$ cat src/sv/tne_pkg.sv
// Shared types, register codes and constants of the torus neighbor enumerator.
package tne_pkg;

   // Fixed widths of the register file and the result fields
   localparam int NUM_SIZES    = 5;
   localparam int ID_BITS      = 30;
   localparam int POS_BITS     = 4;
   localparam int DIMS_BITS    = 3;
   localparam int SIZE_BITS    = 7;
   localparam int CSR_IDX_BITS = 3;

   localparam logic [DIMS_BITS-1:0] DIMS_RESET = 3'd5;
   localparam logic [NUM_SIZES-1:0][SIZE_BITS-1:0] SIZE_RESET =
      {7'd2, 7'd4, 7'd4, 7'd4, 7'd4};

   // Register indexes on the csr channel
   typedef enum logic [CSR_IDX_BITS-1:0] {
      REG_DIMS   = 3'd0,
      REG_SIZE_0 = 3'd1,
      REG_SIZE_1 = 3'd2,
      REG_SIZE_2 = 3'd3,
      REG_SIZE_3 = 3'd4,
      REG_SIZE_4 = 3'd5
   } csr_reg_type;

   // Candidate moves: {pass, half}; mesh pass first, then wrap pass
   typedef enum logic [1:0] {
      MOVE_DOWN    = 2'd0,
      MOVE_UP      = 2'd1,
      MOVE_WRAP_LO = 2'd2,
      MOVE_WRAP_HI = 2'd3
   } move_type;

   // Live register contents
   typedef struct packed {
      logic [DIMS_BITS-1:0]                  dims_in_use;
      logic [NUM_SIZES-1:0][SIZE_BITS-1:0]   size;
   } cfg_type;

   // Width of one queued job: base id, strides, coords, size-1, move flags, count, bad flag
   function automatic int job_bits(input int dims, input int coord_bits);
      return ID_BITS * (dims + 1) + 2 * dims * coord_bits + 4 * dims + $clog2(dims + 1) + 1;
   endfunction

endpackage

$ cat src/sv/tne_ifs.sv
// Channel interfaces: coordinate requests, neighbor results and register writes.
interface tne_req_if #(parameter int COORD_BITS = 6);
   logic                  valid;
   logic                  ready;
   logic [COORD_BITS-1:0] coord_0;
   logic [COORD_BITS-1:0] coord_1;
   logic [COORD_BITS-1:0] coord_2;
   logic [COORD_BITS-1:0] coord_3;
   logic [COORD_BITS-1:0] coord_4;
   modport source (output valid, coord_0, coord_1, coord_2, coord_3, coord_4, input ready);
   modport sink   (input valid, coord_0, coord_1, coord_2, coord_3, coord_4, output ready);
endinterface


$ cat src/sv/tne_front.sv
// Front end: takes a request, checks coordinates, builds base id and strides.
module tne_front import tne_pkg::*; #(
   parameter int DIM_LIM    = 5,
   parameter int COORD_BITS = 6
) (
   input  logic    clock,
   input  logic    reset,
   input  cfg_type cfg,
   tne_req_if.sink req,
   output logic    push_valid,
   input  logic    push_ready,
   output logic [job_bits(DIM_LIM, COORD_BITS)-1:0] push_data
);

   localparam int EffBits = COORD_BITS + 1;
   localparam int NdBits  = $clog2(DIM_LIM + 1);
   localparam int JBits   = (DIM_LIM > 1) ? $clog2(DIM_LIM) : 1;
   localparam int Cap     = 1 << COORD_BITS;

   typedef struct packed {
      logic [ID_BITS-1:0]                     base;
      logic [DIM_LIM-1:0][ID_BITS-1:0]        stride;
      logic [DIM_LIM-1:0][COORD_BITS-1:0]     coord;
      logic [DIM_LIM-1:0][COORD_BITS-1:0]     size_m1;
      logic [DIM_LIM-1:0][3:0]                moves;
      logic [NdBits-1:0]                      nd;
      logic                                   bad;
   } job_type;

   typedef enum logic [1:0] {F_IDLE, F_RUN, F_PUSH} front_state_type;

   front_state_type           state_ff, state_in;
   logic [JBits-1:0]          j_ff, j_in;
   logic [ID_BITS-1:0]        acc_ff, acc_in;
   logic [ID_BITS-1:0]        base_ff, base_in;
   logic [ID_BITS-1:0]        stride_ff [DIM_LIM];
   logic [ID_BITS-1:0]        stride_in [DIM_LIM];
   logic [COORD_BITS-1:0]     coord_ff  [DIM_LIM];
   logic [COORD_BITS-1:0]     coord_in  [DIM_LIM];
   logic [EffBits-1:0]        size_ff   [DIM_LIM];
   logic [EffBits-1:0]        size_in   [DIM_LIM];
   logic [NdBits-1:0]         nd_ff, nd_in;

   logic [COORD_BITS-1:0]     req_coord [NUM_SIZES];
   logic [EffBits-1:0]        eff_size  [DIM_LIM];
   logic [NdBits-1:0]         nd_clamp;
   logic [ID_BITS+EffBits-1:0]    acc_prod;
   logic [ID_BITS+COORD_BITS-1:0] coord_prod;
   job_type                   job;

   assign req_coord[0] = req.coord_0;
   assign req_coord[1] = req.coord_1;
   assign req_coord[2] = req.coord_2;
   assign req_coord[3] = req.coord_3;
   assign req_coord[4] = req.coord_4;

   // Clamp dimension count and extents
   always_comb begin
      if (cfg.dims_in_use == '0) begin
         nd_clamp = NdBits'(1);
      end else if (int'(cfg.dims_in_use) > DIM_LIM) begin
         nd_clamp = NdBits'(DIM_LIM);
      end else begin
         nd_clamp = NdBits'(cfg.dims_in_use);
      end
      for (int i = 0; i < DIM_LIM; i++) begin
         if (int'(cfg.size[i]) > Cap) begin
            eff_size[i] = EffBits'(Cap);
         end else begin
            eff_size[i] = EffBits'(cfg.size[i]);
         end
      end
   end

   // One dimension per cycle, last dimension first:
   // stride[j] = acc, acc *= size[j], base += coord[j] * stride[j]
   assign acc_prod   = acc_ff * size_ff[j_ff];
   assign coord_prod = coord_ff[j_ff] * acc_ff;

   // Job word seen by the back end
   always_comb begin
      job.base = base_ff;
      job.nd   = nd_ff;
      job.bad  = 1'b0;
      for (int i = 0; i < DIM_LIM; i++) begin
         job.stride[i]                = stride_ff[i];
         job.coord[i]                 = coord_ff[i];
         job.size_m1[i]               = COORD_BITS'(size_ff[i] - EffBits'(1));
         job.moves[i][MOVE_DOWN]      = (coord_ff[i] != '0);
         job.moves[i][MOVE_UP]        = (EffBits'(coord_ff[i]) + EffBits'(1)) < size_ff[i];
         job.moves[i][MOVE_WRAP_LO]   = (coord_ff[i] == '0);
         job.moves[i][MOVE_WRAP_HI]   = EffBits'(coord_ff[i]) == (size_ff[i] - EffBits'(1));
         if ((NdBits'(i) < nd_ff) && (EffBits'(coord_ff[i]) >= size_ff[i])) begin
            job.bad = 1'b1;
         end
      end
   end

   assign req.ready  = (state_ff == F_IDLE);
   assign push_valid = (state_ff == F_PUSH);
   assign push_data  = job;

   // Sequencer
   always_comb begin
      state_in  = state_ff;
      j_in      = j_ff;
      acc_in    = acc_ff;
      base_in   = base_ff;
      stride_in = stride_ff;
      coord_in  = coord_ff;
      size_in   = size_ff;
      nd_in     = nd_ff;
      case (state_ff)
         F_IDLE: begin
            if (req.valid) begin
               for (int i = 0; i < DIM_LIM; i++) begin
                  coord_in[i] = req_coord[i];
                  size_in[i]  = eff_size[i];
               end
               nd_in    = nd_clamp;
               j_in     = JBits'(nd_clamp - NdBits'(1));
               acc_in   = ID_BITS'(1);
               base_in  = '0;
               state_in = F_RUN;
            end
         end
         F_RUN: begin
            stride_in[j_ff] = acc_ff;
            acc_in          = acc_prod[ID_BITS-1:0];
            base_in         = base_ff + coord_prod[ID_BITS-1:0];
            if (j_ff == '0) begin
               state_in = F_PUSH;
            end else begin
               j_in = j_ff - JBits'(1);
            end
         end
         F_PUSH: begin
            if (push_ready) begin
               state_in = F_IDLE;
            end
         end
         default: state_in = F_IDLE;
      endcase
   end

   always_ff @(posedge clock) begin
      if (reset) begin
         state_ff <= F_IDLE;
      end else begin
         state_ff <= state_in;
      end
      j_ff      <= j_in;
      acc_ff    <= acc_in;
      base_ff   <= base_in;
      stride_ff <= stride_in;
      coord_ff  <= coord_in;
      size_ff   <= size_in;
      nd_ff     <= nd_in;
   end

endmodule

$ cat src/flat_wrapper.sv
// flat-port wrapper written by rule: the top's interface ports become plain ports
module tne_front_flat import tne_pkg::*;
#(
   parameter int DIM_LIM    = 5,
   parameter int COORD_BITS = 6
)
  (clock, reset, cfg, push_valid, push_ready, push_data, req_valid, req_coord_0, req_coord_1, req_coord_2, req_coord_3, req_coord_4, req_ready);
  tne_req_if #(.COORD_BITS(COORD_BITS)) req_i ();
  input  logic clock;
  input  logic reset;
  input  cfg_type cfg;
  output logic push_valid;
  input  logic push_ready;
  output logic [job_bits(DIM_LIM, COORD_BITS)-1:0] push_data;
  input wire logic [$bits(req_i.valid)-1:0] req_valid;
  input wire logic [$bits(req_i.coord_0)-1:0] req_coord_0;
  input wire logic [$bits(req_i.coord_1)-1:0] req_coord_1;
  input wire logic [$bits(req_i.coord_2)-1:0] req_coord_2;
  input wire logic [$bits(req_i.coord_3)-1:0] req_coord_3;
  input wire logic [$bits(req_i.coord_4)-1:0] req_coord_4;
  output wire logic [$bits(req_i.ready)-1:0] req_ready;
  assign req_i.valid = req_valid;
  assign req_i.coord_0 = req_coord_0;
  assign req_i.coord_1 = req_coord_1;
  assign req_i.coord_2 = req_coord_2;
  assign req_i.coord_3 = req_coord_3;
  assign req_i.coord_4 = req_coord_4;
  assign req_ready = req_i.ready;
  tne_front #(.DIM_LIM(DIM_LIM), .COORD_BITS(COORD_BITS)) u_core (.clock(clock), .reset(reset), .cfg(cfg), .req(req_i), .push_valid(push_valid), .push_ready(push_ready), .push_data(push_data));
endmodule
$ cat config.mk
export PLATFORM = sky130hd
export DESIGN_NAME = tne_front_flat
export DESIGN_NICKNAME = d
export VERILOG_FILES = /design/src/sv/tne_pkg.sv /design/src/sv/tne_ifs.sv /design/src/sv/tne_front.sv /design/src/flat_wrapper.sv
export SDC_FILE = /design/constraint.sdc
export NUM_CORES = 1
export LEC_CHECK = 0
export BUFFER_PORTS_ARGS = -buffer_cell sky130_fd_sc_hd__buf_2
export CAP_MARGIN = 0
export CORE_ASPECT_RATIO = 1.5
export CORE_MARGIN = 2
export CORE_UTILIZATION = 45
export DETAILED_ROUTE_END_ITERATION = 8
export GPL_ROUTABILITY_DRIVEN = 0
export HOLD_SLACK_MARGIN = 0.05
export PLACE_DENSITY = 0.75
export SLEW_MARGIN = 20
export SYNTH_ARGS = -nofsm -noshare
export SYNTH_HDL_FRONTEND = slang
export SYNTH_SLANG_ARGS = --single-unit
$ cat constraint.sdc
create_clock -name clock -period 10.15 [get_ports clock]
set_clock_uncertainty 0.05 [all_clocks]
set_input_delay 0.5075 -clock clock [delete_from_list [all_inputs] [get_ports clock]]
set_output_delay 0.5075 -clock clock [all_outputs]
set_load 0.05 [all_outputs]
-- After elaboration in Yosys (flattened, before gate mapping)
Cells that the tools add are included.
- register bits after elaboration: 283
- latch bits: 0
- bits in writable memories: 0
- memory bits (read-only): 0
- logic and storage cells: 121
- memories kept: 0
- $add $sub $neg: 13
- multiply operators: 2
- div/mod/pow operators: 0
- $lt $le $gt $ge: 23
- equality and inequality tests: 11
- shift-type cells: 0
- multiplexer cells: 27
- bitwise operators: 1
- reductions and logical operators: 24
- operator list (cell ; number):
    150-bit bitwise mux ; 1
    30-bit case mux with 2 select lines ; 2
    30-bit demux with 3-bit select ; 1
    30-bit 2-to-1 mux ; 3
    6-bit by 1-bit adder with 7-bit output, second input constant ; 5
    6-bit by 7-bit equality test with 1-bit output ; 5
    6-bit by 7-bit greater-or-equal comparator with 1-bit output ; 5
    7-bit > comparator, second input constant ; 5
    7-bit less-than comparator ; 5
    7-bit by 1-bit subtractor with 7-bit output, second input constant ; 5
    30-bit adder ; 1
    6-bit logical NOT ; 5
    30-bit by 7-bit multiplier with 30-bit output ; 1
    6-bit by 30-bit multiplier with 30-bit output ; 1
    6-bit nonzero test ; 5
    7-bit binary-select mux with 3-bit select ; 1
    6-bit binary-select mux with 3-bit select ; 1
    7-bit 2-to-1 mux ; 2
    3-bit 2-to-1 mux ; 4
    6-bit 2-to-1 mux ; 2
    1-bit logical AND ; 6
    3-bit logical NOT ; 2
    1-bit by 3-bit less-than comparator with 1-bit output, first input constant ; 2
    2-bit by 3-bit less-than comparator with 1-bit output, first input constant ; 2
    18 further kinds ; 29

-- Logic depth before layout (Yosys ltp)
- word-level depth: 7
- depth in mapped cells: 25

-- Worst setup path before layout
No wires, ideal clock.
- path kind: reg-to-reg
- from: register u_core.j_ff[0]
- to: register u_core.base_ff[28] (data pin)
- arrival: 5.775 ns
- required time: 9.943 ns
- slack: 4.168 ns
- stages on the path, launching flop included: 24
- path buffers: 5
- period minus slack after synthesis: 5.982 ns
- path through: edfxtp_1 -> buf_6 -> buf_8 -> buf_6 -> buf_6 -> mux2_1 -> a21oi_1 -> nor2_2 -> clkbuf_1 -> and2_1 -> fa_1 -> fa_1 -> fa_1 -> inv_1 -> fa_1 -> inv_1 -> ha_1 -> or4_1 -> o22ai_2 -> o21ai_1 -> a221o_1 -> o21a_1 -> o21a_1 -> nor3_1
- word-level cells in the longest chain between the ends: 7
- ends and longest elaborated chain (what ; RTL line ; text):
    start, declared ; tne_front.sv:33 ; logic [JBits-1:0] j_ff, j_in;
    start signal, assigned ; tne_front.sv:152 ; j_ff <= j_in;
    3-bit NOT with 4-bit output (implied by the code) ; tne_front.sv:78 ; assign coord_prod = coord_ff[j_ff] * acc_ff;
    6-bit binary-select mux with 3-bit select ; tne_front.sv:78 ;
    6-bit 2-to-1 mux (implied by the code) (2 in a row) ; tne_front.sv:78 ;
    6-bit by 30-bit multiplier with 30-bit output ; tne_front.sv:78 ;
    30-bit adder ; tne_front.sv:130 ; base_in = base_ff + coord_prod[ID_BITS-1:0];
    30-bit case mux with 2 select lines ; tne_front.sv:113 ; case (state_ff)
    end signal, assigned ; tne_front.sv:154 ; base_ff <= base_in;
    end, declared ; tne_front.sv:35 ; logic [ID_BITS-1:0] base_ff, base_in;
No other way between the ends. The select of a mux whose other input is x is not followed.
A chain may end at the register's enable or synchronous reset.

-- Final worst setup path
- from: register u_core.j_ff[2]
- to: register u_core.base_ff[28] (data pin)
The elaborated chain is that of the path after synthesis.

==> out/results.txt <==
Initial DRC count = 843
Total CTS buffers = 30
Critical-path cell list = nor2b_1 -> a221oi_1 -> nor2_2 -> and2_1 -> fa_1 -> fa_1 -> fa_1 -> inv_1 -> fa_1 -> inv_1 -> ha_1 -> a21oi_1 -> o21ai_0 -> a211oi_1 -> o21ai_1 -> a221o_1 -> o21a_1 -> o21a_1 -> nor3_1
Routed wire per std cell = 19.81 µm
Tightest Pin Transition = 1.054 ns
Placed Cells = 3132
Crit Path Max Fanout = 26
Post-Synthesis Cells = 2179
Worst Hold Depth = 1
Crit Reg-Reg Startpoint = u_core.j_ff[2]
Ant diodes = 0
Tmin final = 7.590 ns
Clock root buffer = clkbuf_16
Total of max-cap violations = 0
Row cnt = 103
Hold crit path type = input port to register
Ys async rst share = 0
DP Area = 26140 µm²
Max clock buf depth = 3
DRC = 0
Die Ht = 285.3 µm
Max-slew violations = 0
Post-CTS resize count = 0
Die W = 191.6 µm
Reg2reg end = u_core.base_ff[28]
Number of global-route vias before repair = 18765
Cell taking the most area after synthesis = edfxtp_1
Vias per inst = 5.382
Starting Density = 0.4527
Synthesized area per cell = 10.90 µm²
Fin crit share = 0.7478
Arr. time, crit path = 7.97 ns
Register area share after synthesis = 0.3571
Final HPWL DP = 47200 µm
Final Setup Violations = 0
Total of warnings raised by yosys = 0
Final Hold Fails = 0
Synthesized cell area = 23740 µm²
#FFs+latches synth = 283
I/O pin total = 338
Leading post-synthesis cells by cell area = edfxtp_1 (36%), fa_1 (21%), ha_1 (8.1%)
Worst-skew pair later-pin latency = 0.60 ns
Kind of critical path = register to register
Gr ovfl total = 0
WL final = 63750 µm
Core area = 52450 µm²
Vias = 17319
EDFF count, synth = 281
CP Capture Type = register
Cell area after layout = 27440 µm²
DIE AREA = 54650 µm²
CTS H-tree depth = 1
CTS Sinks = 283
RSZ-0062 raised after global routing = false
Initial antenna violation count = 0
Most Frequent Cell on Critical Path = fa_1
Crit path from = u_core.j_ff[2]
Largest net degree at the start of global routing = 69
Worst Setup Start Kind = register
Setup Total Neg Slack = 0 ns
Post-synth cell types = 70
Flop2flop setup slack = 2.56 ns
Outcome = complete, no violations
Final non-filler cell total = 3218
Share of the synthesized area in the top cell type = 0.3554
Post-route ant nets = 0
Area grow syn2layout = 15.56%
First-pass GRT wire length = 99950 µm
Clock slew at reported path FFs = 0.07 ns
CTS tree = built
DR pass1 iterations = 8
Global Route Usage Sum = 0.2339
Worst r2r path cells = 19
Port Buffers = 337
Slowest cell on the critical path = nor2b_1
Layout cells sized above 1 = 0.1794
Worst rel slew slack = 0.2972
Mapped Nets = 2654
Fmax achieved = 0.1318 GHz
Max incr delay on CP = 0.84 ns
Net count, final = 2987
Critical Path RT = 10.53 ns
Ys flop type = edfxtp_1
Setup crit end = u_core.base_ff[28]
[cells by family after synthesis]
logic type	synth area share
xor+xnor	0.04875
simple gates	0.1529
compound gates	0.06503
flops	0.3571
mux	0.01386
fa+ha+maj	0.2911
buf+inv	0.07125
[cells in the final DEF, fill, tap and decap left out, drive strengths merged, types with 3 or more instances in the layout]
cell,instances
a211oi,9
a21boi,3
a21o,40
a21oi,75
a221oi,12
a31oi,7
and2,262
and3,20
buf,358
clkbuf,34
clkinv,9
clkinvlp,4
dlygate4sd3,30
edfxtp,281
fa,249
ha,154
inv,358
mux2,22
mux2i,7
nand2,131
nand2b,21
nand3,40
nand4,7
nor2,74
nor2b,47
nor3,31
nor3b,5
nor4,13
o211ai,9
o21a,13
o21ai,35
o21bai,4
o31a,3
or2,4
or3,4
or4,7
xnor2,72
xnor3,4
xor2,49
[worst min-delay path by stage]
stage                 startpoint                     to  slack, ns
5_1_grt                  cfg[37]        u_core.nd_ff[2]        0.1
4_1_cts                  cfg[37]        u_core.nd_ff[2]       0.08
3_3_place_gp   u_core.base_ff[0]      u_core.base_ff[0]       0.62
6_report                 cfg[37]        u_core.nd_ff[2]       0.11
3_5_place_dp   u_core.base_ff[0]      u_core.base_ff[0]       0.62
2_1_floorplan  u_core.acc_ff[25]  u_core.push_data[109]       0.44
[area by class of cell]
type / instances / area, µm²
Fill cell: 4531 / 25020
Multi-Input combinational cell: 1458 / 13620
Sequential cell: 283 / 8478
Timing Repair Buffer: 388 / 2170
Inverter: 351 / 1318
Tap cell: 682 / 853.3
Clock buffer: 34 / 765.7
Clock inverter: 22 / 227.7
[worst max-delay path, delay by kind of cell (launching register included)]
family / cells / cell delay, ns
AND/OR/NAND/NOR: 4 / 2.08
buffers and inverters: 2 / 0.09
flip-flops: 1 / 0.58
AO/OA/AOI/OAI: 8 / 2.17
adder cells (fa/ha/maj): 5 / 2.40
[metal layers]
metal  wire length [µm]  vias up  track usage
li1                   -     7773            -
met1              22760     8676       0.2576
met2              34370      676       0.4399
met3               3719      194      0.02880
met4               2903        0       0.1098
met5                  0        -            0
[Yosys cell counts (3+ instances only)]
cell / count
inv_1: 351
edfxtp_1: 281
and2_1: 262
fa_1: 249
ha_1: 154
nand2_1: 130
clkbuf_1: 75
a21oi_1: 74
xnor2_1: 72
nor2_1: 68
xor2_1: 48
nor2b_1: 47
a21o_1: 40
nand3_1: 40
o21ai_0: 34
nor3_1: 31
nand2b_1: 21
and3_1: 20
mux2_2: 13
nor4_1: 13
o21a_1: 13
a211oi_1: 9
a221oi_1: 9
o211ai_1: 9
a31oi_1: 7
mux2i_1: 7
nand4_1: 7
or4_1: 7
mux2_1: 6
buf_2: 5
nor2_2: 5
nor3b_1: 5
o21bai_1: 4
or2_2: 4
or3_1: 4
xnor3_1: 4
a21boi_0: 3
a221oi_2: 3
buf_6: 3
mux2_4: 3
o31a_1: 3
[state kept, by name (all words and copies together) (netlist names)]
register,count
u_core.acc_ff,30
u_core.push_data,180
u_core.state_ff,2
u_core.base_ff,30
u_core.j_ff,3
u_core.size_ff,35
u_core.nd_ff,3
[stage by stage]
step,hold WS (ns),util,setup slack (ns)
final,0.1082,0.5231,2.560
after global routing,0.09587,0.5231,2.224
after CTS,0.07568,0.5230,2.680
after detailed placement,0.6169,0.4983,2.723
after global placement,0.6156,0.4976,2.940
after floorplan,0.4434,-,4.168
[what timing repair did]
action,in CTS,in global routing
hold buffers,30,0
setup buffers,0,0
endpoints found under the hold margin,30,0
Power is left out: the tool's default activity adds up to more than one toggle a clock period on the data nets, which glitch-free logic cannot reach.
