--- src/sv/tne_queue.sv ---
// Two-entry job queue between front end and back end.
module tne_queue #(
   parameter int WIDTH = 8
) (
   input  logic             clock,
   input  logic             reset,
   input  logic             push_valid,
   output logic             push_ready,
   input  logic [WIDTH-1:0] push_data,
   output logic             pop_valid,
   input  logic             pop_ready,
   output logic [WIDTH-1:0] pop_data
);

   localparam int Depth = 2;

   logic [WIDTH-1:0] entry_ff [Depth];
   logic             wr_ff, wr_in;
   logic             rd_ff, rd_in;
   logic [1:0]       count_ff, count_in;
   logic             do_push, do_pop;

   assign push_ready = (count_ff != 2'(Depth));
   assign pop_valid  = (count_ff != '0);
   assign pop_data   = entry_ff[rd_ff];
   assign do_push    = push_valid && push_ready;
   assign do_pop     = pop_valid && pop_ready;

   // Pointer and fill bookkeeping
   always_comb begin
      wr_in    = do_push ? ~wr_ff : wr_ff;
      rd_in    = do_pop ? ~rd_ff : rd_ff;
      count_in = count_ff;
      if (do_push && !do_pop) begin
         count_in = count_ff + 2'd1;
      end else if (do_pop && !do_push) begin
         count_in = count_ff - 2'd1;
      end
   end

   always_ff @(posedge clock) begin
      if (reset) begin
         wr_ff    <= 1'b0;
         rd_ff    <= 1'b0;
         count_ff <= '0;
      end else begin
         wr_ff    <= wr_in;
         rd_ff    <= rd_in;
         count_ff <= count_in;
      end
      if (do_push) begin
         entry_ff[wr_ff] <= push_data;
      end
   end

   // Fill level never passes the depth
   assert property (@(posedge clock) disable iff (reset) count_ff <= 2'(Depth))
      else $error("tne_queue: fill level above depth");

endmodule

--- config.mk ---
export PLATFORM = sky130hd
export DESIGN_NAME = tne_queue
export DESIGN_NICKNAME = d
export VERILOG_FILES = /design/src/sv/tne_queue.sv
export SDC_FILE = /design/constraint.sdc
export NUM_CORES = 1
export LEC_CHECK = 0
export BUFFER_PORTS_ARGS = -buffer_cell sky130_fd_sc_hd__buf_2
export CORE_UTILIZATION = 52
export CTS_CLUSTER_DIAMETER = 40
export DETAILED_ROUTE_END_ITERATION = 12
export PLACE_DENSITY = 0.79
export SETUP_SLACK_MARGIN = 0.1
export SLEW_MARGIN = 40
export SYNTH_ARGS = -nofsm -noshare
export SYNTH_HDL_FRONTEND = slang
export SYNTH_SLANG_ARGS = --single-unit
--- constraint.sdc ---
create_clock -name clock -period 3.4 [get_ports clock]
set_input_delay 0.34 -clock clock [delete_from_list [all_inputs] [get_ports clock]]
set_output_delay 0.34 -clock clock [all_outputs]
set_load 0.02 [all_outputs]
# [Word level (Yosys, flattened, before mapping)]
# Memory sizes are Yosys's and may differ from the RTL's. A register that Yosys moved wholly into a read port is not among the register bits.
# Cells that the tools add are included.
[word_totals] reg_bits=4 ramBits=16 in_bits=12 wordCells=23 n_memories=1
[memory_table] name="entry_ff" depth=2 width=8 rd=1 rd_clocked_by_memory_dff=1 wr=1 line="17" rtl="logic [WIDTH-1:0] entry_ff [Depth];"
[classes] addsub=2 n_eq_ne=1 muxes=6 bitwise=2 n_reduce_logical=8
[op_table] op="$logic_and 1x1->1" n=4
[op_table] op="$mux 1" n=4
[op_table] op="$mux 2" n=2
[op_table] op="$reduce_bool 2->1" n=2
[op_table] op="$add 2x1->2 const B" n=1
[op_table] op="$logic_not 1->1" n=2
[op_table] op="$ne 2x2->1 const B" n=1
[op_table] op="$not 1->1" n=2
[op_table] op="$sub 2x1->2 const B" n=1

# [Logic depth before layout (Yosys ltp)]
# Gate-level depths: netlist of the first run.
[logic_depth] ltp_word=6 mapped_depth=6 depth_no_buf=6

# [Least setup slack after synthesis of the first run]
# OpenSTA, ideal clock, no wires.
[synth_path] path_type="reg-to-reg" start="register count_ff[0]" end="register count_ff[1]" t_arrival_ns=1.595 required_time_ns=3.330 setup_slack_ns=1.735 stages_incl_launch_ff=6 n_path_buf=0 period_less_slack_ns=1.665 cell_sequence="dfxtp_1 > nand2b_1 > and2_1 > ha_1 > or3_1 > a21oi_1"
[synth_between] elab_chain_cells=5 word_cells_on_any_way=13 classes_between="add/sub: 2; eq/ne: 1; mux: 2; reduce/logical: 8"
[synth_rtl] item="start, declared" line="20" rtl="logic [1:0] count_ff, count_in;"
[synth_rtl] item="start signal, assigned" line="49" rtl="count_ff <= count_in;"
[synth_rtl] item="$ne 2x2->1 *" line="23" rtl="assign push_ready = (count_ff != 2'(Depth));"
[synth_rtl] item="net push_ready" line="8" rtl="output logic push_ready,"
[synth_rtl] item="$logic_and 1x1->1 *" line="26" rtl="assign do_push = push_valid && push_ready;"
[synth_rtl] item="net do_push" line="21" rtl="logic do_push, do_pop;"
[synth_rtl] item="$logic_not 1->1" line="36" rtl="end else if (do_pop && !do_push) begin"
[synth_rtl] item="$logic_and 1x1->1" line="36"
[synth_rtl] item="$reduce_bool 2->1 (no source line)"
# Mark *: on every way through the listed nets, which the timed path passes. The rest lies on a longest branch. The select of a mux whose other input is x is not followed.
# A chain may end at the register's enable or synchronous reset.

==> key figures, run 1 <==
STA
  • Fin worst setup slack: 1.68 ns
  • Setup TNS: 0 ns
  • Count of pins over their slew limit: 0
  • Slew @ Worst Pin: 0.389 ns
  • RSZ-0062 raised after global routing: no
  • Tcrit/Tclk final: 0.505
  • Final setup fails: 0
  • Final Hold Vio Count: 0
  • Fmax: 582 MHz
  • Clock skew: 0.00411 ns
  • Max_slew headroom: 0.738
  • Crit path time final: 1.72 ns

Routing
  • Routed len/inst: 14.0 um
  • Initial DRC Count: 12
  • DR pass1 iterations: 4
  • Vias: 470
  • DRT Wirelength: 1240 um
  • Post-route ant nets: 0
  • Vias per cell: 5.34
  • Post-route DRC: 0

Critical path
  • Startpoint types: register
  • Slowest cell on the critical path: dfxtp_1
  • Cell family with most CP delay: flip-flops
  • Crit path DAT: 1.38 ns
  • Data required time of the critical path: 3.06 ns
  • WP buf/inv: 1
  • Worst Path Max Fanout: 8
  • Crit path kind: reg -> out
  • Crit path cell chain: mux2_2, buf_2
  • CP peak stage delay: 0.54 ns
  • CP endpoint kind: output pin
  • Worst R2R Setup Slack: 1.76 ns

Die
  • Die height: 41.2 um
  • Rows: 13
  • IO Pins: 22
  • Starting density of the core: 0.584
  • DIE AREA: 1700 sq um
  • Core ar.: 1370 sq um
  • Die width: 41.2 um

Global route
  • Global-route wire length before repair: 1600 um
  • Vias in the first global route: 350
  • Total congestion overflow: 0
  • GRT Total Usage: 0.157
  • Initial antenna violation count: 0
  • Largest net degree at the start of global routing: 12

CTS
  • Post-CTS Setup Bufs: 0
  • Register clock-pin slew on the reported worst setup and hold paths: 0.11 ns
  • Total clock sinks: 21
  • CTS tree: yes
  • Worst skew pair latency: 0.29 ns
  • CTS hold repair buffers: 0
  • Root buffer cell: clkbuf_4
  • Htree depth: 1
  • Post-cts resize count: 0
  • TritonCTS Buffers: 3
  • Maximum root-to-sink buffer count: 2

Power and ir drop
  • Peak VDD IR: 435 uV
  • Pwr/cell area: 746 nW/um^2
  • Seq pwr share: 0.507
  • Lkg Pwr: 0.378 nW
  • Combinational share of power: 0.331
  • Clock share of power: 0.162
  • Switching share of power: 0.328
  • P_sw: 0.000231 W
  • Pint: 0.000473 W

Synthesis
  • Ys flop type: edfxtp_1
  • Synth warn: 0
  • Sequential area share after synthesis: 0.727
  • Distinct cells, synth: 17
  • Cells after Synth: 49
  • Post-synth EDFFs: 16
  • Avg Cell Area, Syn: 16.3 sq um
  • Ys async rst share: 0
  • Syn Std Cell Area: 798 sq um
  • Synthesized flop and latch total: 21
  • Synthesized net count: 62

Final layout
  • Diodes inserted: 0
  • Share of cells above drive strength 1: 0.466
  • Net count, final: 87
  • P&R area growth vs syn: 18.2%
  • Fill cells: 108

Job
  • Max-cap violation count: 0

Placed design
  • RD Place Congestion: 0.629
  • Pre-CTS WS: 1.79 ns
  • I/O Buffers: 21
  • DP HPWL: 909 um

Outcome
  • Outcome: complete, no violations

Min path
  • Hold Path Class: in -> reg
[layer usage]
| metal | GRT usage | wire, um |
|---|---|---|
| met5 | 0 | 0 |
| met4 | 0.0484 | 7 |
| met3 | 0.0326 | 49 |
| met2 | 0.273 | 642 |
| met1 | 0.194 | 536 |
[path summary, 6_finish.rpt]
check	depth (start not counted)	end	from
max	2	pop_data[4]	register
min	1	entry_ff[0][2]	push_data[2]
max reg2reg	5	count_ff[1]	count_ff[0]
min reg2reg	2	count_ff[1]	count_ff[1]
[power by group through the flow]
stage	Sequential, W	Clock, W	Combinational (W)
finish	0.000357	0.000114	0.000233
global route	0.000363	0.000123	0.000254
CTS	0.000357	0.000114	0.000234
detailed placement	0.000362	0	0.000232
global placement	0.000361	0	0.000224
floorplan	0.000346	0	0.000183
[synthesized netlist by cell type (2+ instances only)]
library cell,instances,share of area
xor2_1,3,0.033
a21oi_1,2,0.013
edfxtp_1,16,0.60
dfxtp_1,5,0.13
nor2_1,3,0.014
mux2_2,8,0.11
o21ai_0,2,0.013
[registers in the layout (all words and copies together) (netlist names), named ones only]
name / flops
count_ff: 2
rd_ff: 1
wr_ff: 1
entry_ff: 16
[kinds of logic (layout without fill, tap and decap cells)]
group,count (synthesis),count (layout),share of synthesized area
compound gates,5,5,0.0376
xor+xnor,3,3,0.0329
fa+ha+maj,1,1,0.0157
buf+inv,2,26,0.0110
mux,8,8,0.113
simple gates,9,9,0.0627
flops,21,21,0.727
[area by class of cell]
type                            instances  area [sq um]  share of cell area
Tap cell                               15          18.8              0.0199
Multi-Input combinational cell         26           209               0.221
Clock buffer                            4          26.3              0.0279
Timing Repair Buffer                   21           105               0.111
Inverter                                1          3.75             0.00398
Sequential cell                        21           581               0.615
[through the flow]
step                power (W)  hold WS, ns   util  area [sq um]  instances
floorplan            0.000529        0.409      -           798         49
global placement     0.000585        0.484  0.671           917         84
detailed placement   0.000594        0.504  0.671           917         84
CTS                  0.000705        0.226  0.690           943         88
global route         0.000740        0.218  0.690           943         88
finish               0.000704        0.227  0.690           943         88
[cell usage in the layout, fill, tap and decap left out]
cell,synthesis,routed
o21ai_0,2,2
xor2_1,3,3
ha_1,1,1
buf_2,1,21
nand3b_1,1,1
or2_2,1,1
or3_1,1,1
a21oi_1,2,2
nand2b_1,1,1
mux2_2,8,8
inv_1,1,1
nor2_1,3,3
and3_1,1,1
and2_1,1,1
clkbuf_1,0,1
a21bo_2,1,1
dfxtp_1,5,5
edfxtp_1,16,16
clkbuf_4,0,3
Power figures use the tool's default switching activity.
==> inputs of run 2 (changes only) <==
--- a/config.mk
+++ b/config.mk
@@ -6,10 +6,10 @@
 export NUM_CORES = 1
 export LEC_CHECK = 0
 export BUFFER_PORTS_ARGS = -buffer_cell sky130_fd_sc_hd__buf_2
-export CORE_UTILIZATION = 52
+export CORE_UTILIZATION = 48
 export CTS_CLUSTER_DIAMETER = 40
 export DETAILED_ROUTE_END_ITERATION = 12
-export PLACE_DENSITY = 0.79
+export PLACE_DENSITY = 0.74
 export SETUP_SLACK_MARGIN = 0.1
 export SLEW_MARGIN = 40
 export SYNTH_ARGS = -nofsm -noshare
==> constraint.sdc (replaced) <==
create_clock -name clock -period 1.8 [get_ports clock]
set_input_delay 0.18 -clock clock [delete_from_list [all_inputs] [get_ports clock]]
set_output_delay 0.18 -clock clock [all_outputs]
set_load 0.02 [all_outputs]
==> key figures, run 2 (same netlist as run 1, synthesis figures left out) <==
Job
  • Max-cap violation count: 0 (unchanged)

STA
  • RSZ-0062 raised after global routing: no
  • Final Hold Vio Count: 0 (unchanged)
  • Crit path time final: 1.57 ns
  • Final hold slack: 0.0687 ns (-0.158 ns)
  • Tcrit/Tclk final: 0.874
  • Count of pins over their slew limit: 0 (unchanged)
  • Fmax: 636 MHz
  • Clock skew: 0.00435 ns (+0.000237 ns)
  • Setup TNS: 0 ns (unchanged)
  • Max_slew headroom: 0.742 (+0.00345)
  • Fin worst setup slack: 0.227 ns (-1.45 ns)
  • Slew @ Worst Pin: 0.387 ns (-0.00107 ns)
  • Final setup fails: 0 (unchanged)

Final layout
  • Share of cells above drive strength 1: 0.479 (+0.0137)
  • Most common cell after layout, fill and taps aside: buf_2
  • Max FFs per register: 16 (unchanged)
  • Net count, final: 87 (unchanged)
  • Final Cell Area: 952 sq um (+0.93%)
  • Commonest cells after routing, fill and taps aside: buf_2, edfxtp_1, mux2_2, dfxtp_1
  • Reg with most FFs: entry_ff
  • Largest registers: entry_ff (16), count_ff (2)
  • Diodes inserted: 0 (unchanged)
  • P&R area growth vs syn: 19.3%
  • Fill cells: 115 (+6.5%)

Critical path
  • WP buf/inv: 0 (-1)
  • Crit path kind: reg -> reg
  • Worst Path Max Fanout: 5 (-3)
  • Crit path cell chain: o21ai_0, ha_1, or3_1, a21oi_1
  • Slowest cell on the critical path: dfxtp_1
  • Crit path DAT: 1.80 ns (+0.42 ns)
  • CP peak stage delay: 0.37 ns (-0.17 ns)
  • Startpoint types: register
  • Data required time of the critical path: 2.03 ns (-1.03 ns)
  • Cell family with most CP delay: compound AO/OA/AOI/OAI gates
  • CP endpoint kind: register

Die
  • Rows: 14 (+1)
  • Die height: 42.8 um (+3.9%)
  • Core ar.: 1520 sq um (+12%)
  • Starting density of the core: 0.524 (-0.0604)
  • Die width: 42.8 um (+3.9%)
  • IO Pins: 22 (unchanged)
  • DIE AREA: 1830 sq um (+7.9%)

Routing
  • Vias per cell: 5.07 (-5.1%)
  • DR pass1 iterations: 2 (-2)
  • Post-route ant nets: 0 (unchanged)
  • Post-route DRC: 0 (unchanged)
  • Routed len/inst: 13.1 um (-6.6%)
  • DRT Wirelength: 1170 um (-5.6%)
  • Initial DRC Count: 12 (unchanged)
  • Vias: 451 (-4.0%)

Power and ir drop
  • Pwr/cell area: 1410 nW/um^2 (+88%)
  • Peak VDD IR: 699 uV (+61%)
  • Lkg Pwr: 0.381 nW (+0.86%)
  • Total power draw: 0.00134 W (+90%)

Outcome
  • Outcome: complete, no violations

CTS
  • Root buffer cell: clkbuf_4
  • Worst skew pair latency: 0.29 ns (about the same)
  • Post-CTS Setup Bufs: 0 (unchanged)
  • Total clock sinks: 21 (unchanged)
  • TritonCTS Buffers: 3 (unchanged)
  • Htree depth: 1 (unchanged)
  • CTS tree: yes
  • Maximum root-to-sink buffer count: 2 (unchanged)
  • CTS hold repair buffers: 0 (unchanged)
  • Register clock-pin slew on the reported worst setup and hold paths: 0.11 ns (about the same)

Placed design
  • DP HPWL: 837 um (-7.9%)
  • I/O Buffers: 21 (unchanged)
  • RD Place Congestion: 0.823 (+31%)
  • Pre-CTS WS: 0.188 ns (-1.60 ns)
  • Placed Area: 918 sq um (+0.14%)

Global route
  • Total congestion overflow: 0 (unchanged)
  • Global-route wire length before repair: 1940 um (+21%)
  • Largest net degree at the start of global routing: 12 (unchanged)
  • Initial antenna violation count: 0 (unchanged)
  • GRT Total Usage: 0.151 (-0.00609)
  • Vias in the first global route: 445 (+27%)

Min path
  • Hold Path Class: in -> reg
## run 2: worst paths after layout
| check | from | end | slack [ns] | depth (start not counted) |
|---|---|---|---|---|
| max reg2reg | count_ff[1] | count_ff[1] | 0.23 | 4 |
| min | push_data[5] | entry_ff[0][5] | 0.07 | 1 |
| min reg2reg | rd_ff | rd_ff | 0.54 | 2 |
| max | count_ff[1] | count_ff[1] | 0.23 | 4 |
## run 2: layout make-up
type                    instances  area [sq um]  area share
clock buffers                   4          26.3      0.0276
inverters                       1          3.75     0.00394
multi-input cells              26           216       0.227
flip-flops and latches         21           581       0.610
well taps                      16          20.0      0.0210
repair buffers                 21           105       0.110
## run 2: worst register-to-register path, stage by stage (launching register included)
cell	delay [ns]
dfxtp_1	0.37
o21ai_0	0.32
ha_1	0.33
or3_1	0.35
a21oi_1	0.14
## run 2: repair_timing
action | CTS | global route
hold endpoints to repair | 0 | 0
endpoints found under the setup margin | 0 | 1
gates resized for setup | 0 | 1
## run 2: routing by layer
metal	GRT usage	share of wire	vias to the layer above	wire length [um]
li1	-	-	227	-
met1	0.176	0.42	210	488
met4	0.0375	0	0	0
met2	0.264	0.53	14	622
met5	0	0	-	0
met3	0.0511	0.047	0	55
## run 2: metrics by stage
step / util / std cells
floorplan: - / 49
global placement: 0.603 / 85
detailed placement: 0.603 / 85
CTS: 0.620 / 89
global route: 0.625 / 89
finish: 0.625 / 89
## run 2: power by group
group,leakage [nW],switching [W],internal (W),total [W]
sequential,0.191,0.0000656,0.000615,0.000680
combinational,0.176,0.000241,0.000203,0.000443
clock,0.0150,0.000129,0.0000861,0.000215
total,0.381,0.000435,0.000904,0.00134
==> inputs of run 3 (changes only) <==
--- a/config.mk
+++ b/config.mk
@@ -6,10 +6,10 @@
 export NUM_CORES = 1
 export LEC_CHECK = 0
 export BUFFER_PORTS_ARGS = -buffer_cell sky130_fd_sc_hd__buf_2
-export CORE_UTILIZATION = 48
+export CORE_UTILIZATION = 45
 export CTS_CLUSTER_DIAMETER = 40
 export DETAILED_ROUTE_END_ITERATION = 12
-export PLACE_DENSITY = 0.74
+export PLACE_DENSITY = 0.7
 export SETUP_SLACK_MARGIN = 0.1
 export SLEW_MARGIN = 40
 export SYNTH_ARGS = -nofsm -noshare
==> key figures, run 3 (same netlist as run 1, synthesis figures left out) <==
Final layout
  • Diodes inserted: 0 (unchanged)
  • Reg with most FFs: entry_ff
  • Final Cell Area: 953 sq um (+0.13%)
  • Share of cells above drive strength 1: 0.493 (+0.0137)
  • Net count, final: 87 (unchanged)
  • Commonest cells after routing, fill and taps aside: buf_2, edfxtp_1, mux2_2, dfxtp_1
  • Max FFs per register: 16 (unchanged)
  • Largest registers: entry_ff (16), count_ff (2)
  • P&R area growth vs syn: 19.4%
  • Fill cells: 146 (+27%)
  • Most common cell after layout, fill and taps aside: buf_2

Critical path
  • Worst Path Max Fanout: 5 (unchanged)
  • Crit path DAT: 1.79 ns (about the same)
  • Startpoint types: register
  • CP endpoint kind: register
  • Crit path kind: reg -> reg
  • Data required time of the critical path: 2.04 ns (about the same)

Global route
  • Initial antenna violation count: 0 (unchanged)
  • Global-route wire length before repair: 1750 um (-10%)
  • Vias in the first global route: 451 (+1.3%)
  • Total congestion overflow: 0 (unchanged)
  • Largest net degree at the start of global routing: 13 (+1)
  • GRT Total Usage: 0.134 (-0.0170)

Routing
  • Post-route DRC: 0 (unchanged)
  • Initial DRC Count: 6 (-6)
  • Routed len/inst: 12.1 um (-7.9%)
  • Post-route ant nets: 0 (unchanged)
  • Vias per cell: 5.11 (+0.89%)
  • DRT Wirelength: 1070 um (-7.9%)
  • DR pass1 iterations: 6 (+4)
  • Vias: 455 (+0.89%)

CTS
  • Post-CTS Setup Bufs: 0 (unchanged)
  • Root buffer cell: clkbuf_4
  • Total clock sinks: 21 (unchanged)
  • TritonCTS Buffers: 3 (unchanged)
  • Maximum root-to-sink buffer count: 2 (unchanged)
  • Htree depth: 1 (unchanged)
  • CTS tree: yes
  • Register clock-pin slew on the reported worst setup and hold paths: 0.11 ns (about the same)
  • Worst skew pair latency: 0.30 ns (about the same)

Placed design
  • RD Place Congestion: 0.776 (-5.7%)
  • Placed Area: 918 sq um (unchanged)
  • I/O Buffers: 21 (unchanged)

Power and ir drop
  • Peak VDD IR: 739 uV (+5.8%)
  • Total power draw: 0.00133 W (-0.47%)
  • Pwr/cell area: 1400 nW/um^2 (-0.60%)
  • Lkg Pwr: 0.384 nW (+0.72%)

Die
  • Starting density of the core: 0.506 (-0.0175)
  • IO Pins: 22 (unchanged)
  • Die height: 44.1 um (+3.1%)
  • Core ar.: 1580 sq um (+3.4%)
  • DIE AREA: 1950 sq um (+6.3%)
  • Die width: 44.1 um (+3.1%)
  • Rows: 14 (unchanged)

STA
  • Final Hold Vio Count: 0 (unchanged)
  • Crit path time final: 1.55 ns (-0.0198 ns)
  • Clock skew: 0.00281 ns (-0.00155 ns)
  • Count of pins over their slew limit: 0 (unchanged)
  • RSZ-0062 raised after global routing: no
  • Setup TNS: 0 ns (unchanged)
  • Tcrit/Tclk final: 0.863 (-0.0110)
  • Fmax: 644 MHz (+1.3%)
  • Max_slew headroom: 0.735 (-0.00686)
  • Final setup fails: 0 (unchanged)
  • Slew @ Worst Pin: 0.398 ns (+0.0103 ns)

Outcome
  • Outcome: complete, no violations

Job
  • Max-cap violation count: 0 (unchanged)

Min path
  • Hold Path Class: in -> reg
==> run 3: critical path, cell delays in order, from the launching register on <==
cell and delay (ns):
dfxtp_1 0.37, o21ai_0 0.31, ha_1 0.33, or3_1 0.35, a21oi_1 0.13
==> run 3: repair_timing <==
item                       CTS  global route
hold buffers                 0             0
gates resized for setup      0             1
setup endpoints to repair    0             1
==> run 3: through the flow <==
step | hold slack, ns | std cells | util | worst slack, ns
floorplan | 0.249 | 49 | - | 0.135
global placement | 0.367 | 85 | 0.583 | 0.245
detailed placement | 0.372 | 85 | 0.583 | 0.207
CTS | 0.0530 | 89 | 0.600 | 0.189
global route | 0.0474 | 89 | 0.605 | 0.112
finish | 0.0641 | 89 | 0.605 | 0.247
==> run 3: area by class of cell <==
cell class              instances  area (sq um)  share of cell area
flip-flops and latches         21           581               0.609
multi-input cells              26           216               0.227
repair buffers                 21           105               0.110
clock buffers                   3          22.5              0.0236
well taps                      16          20.0              0.0210
clock inverters                 1          5.00             0.00525
inverters                       1          3.75             0.00394
==> run 3: power by group <==
part,internal (W),switching [W]
Clock,0.0000828,0.000131
Sequential,0.000615,0.0000625
Combinational,0.000203,0.000238
Total,0.000900,0.000432
==> run 3: per-layer routing <==
metal / vias up / part of all wire / wire, um / global-route usage
li1: 228 / - / - / -
met1: 209 / 0.41 / 443 / 0.131
met2: 14 / 0.50 / 539 / 0.235
met3: 4 / 0.052 / 56 / 0.0449
met4: 0 / 0.032 / 34 / 0.0909
met5: - / 0 / 0 / 0
==> run 3: final timing paths <==
| kind | from | to | slack (ns) | cells after the start |
|---|---|---|---|---|
| max | count_ff[1] | count_ff[1] | 0.25 | 4 |
| min | push_data[7] | entry_ff[0][7] | 0.06 | 1 |
| max reg2reg | count_ff[1] | count_ff[1] | 0.25 | 4 |
| min reg2reg | rd_ff | register | 0.52 | 2 |
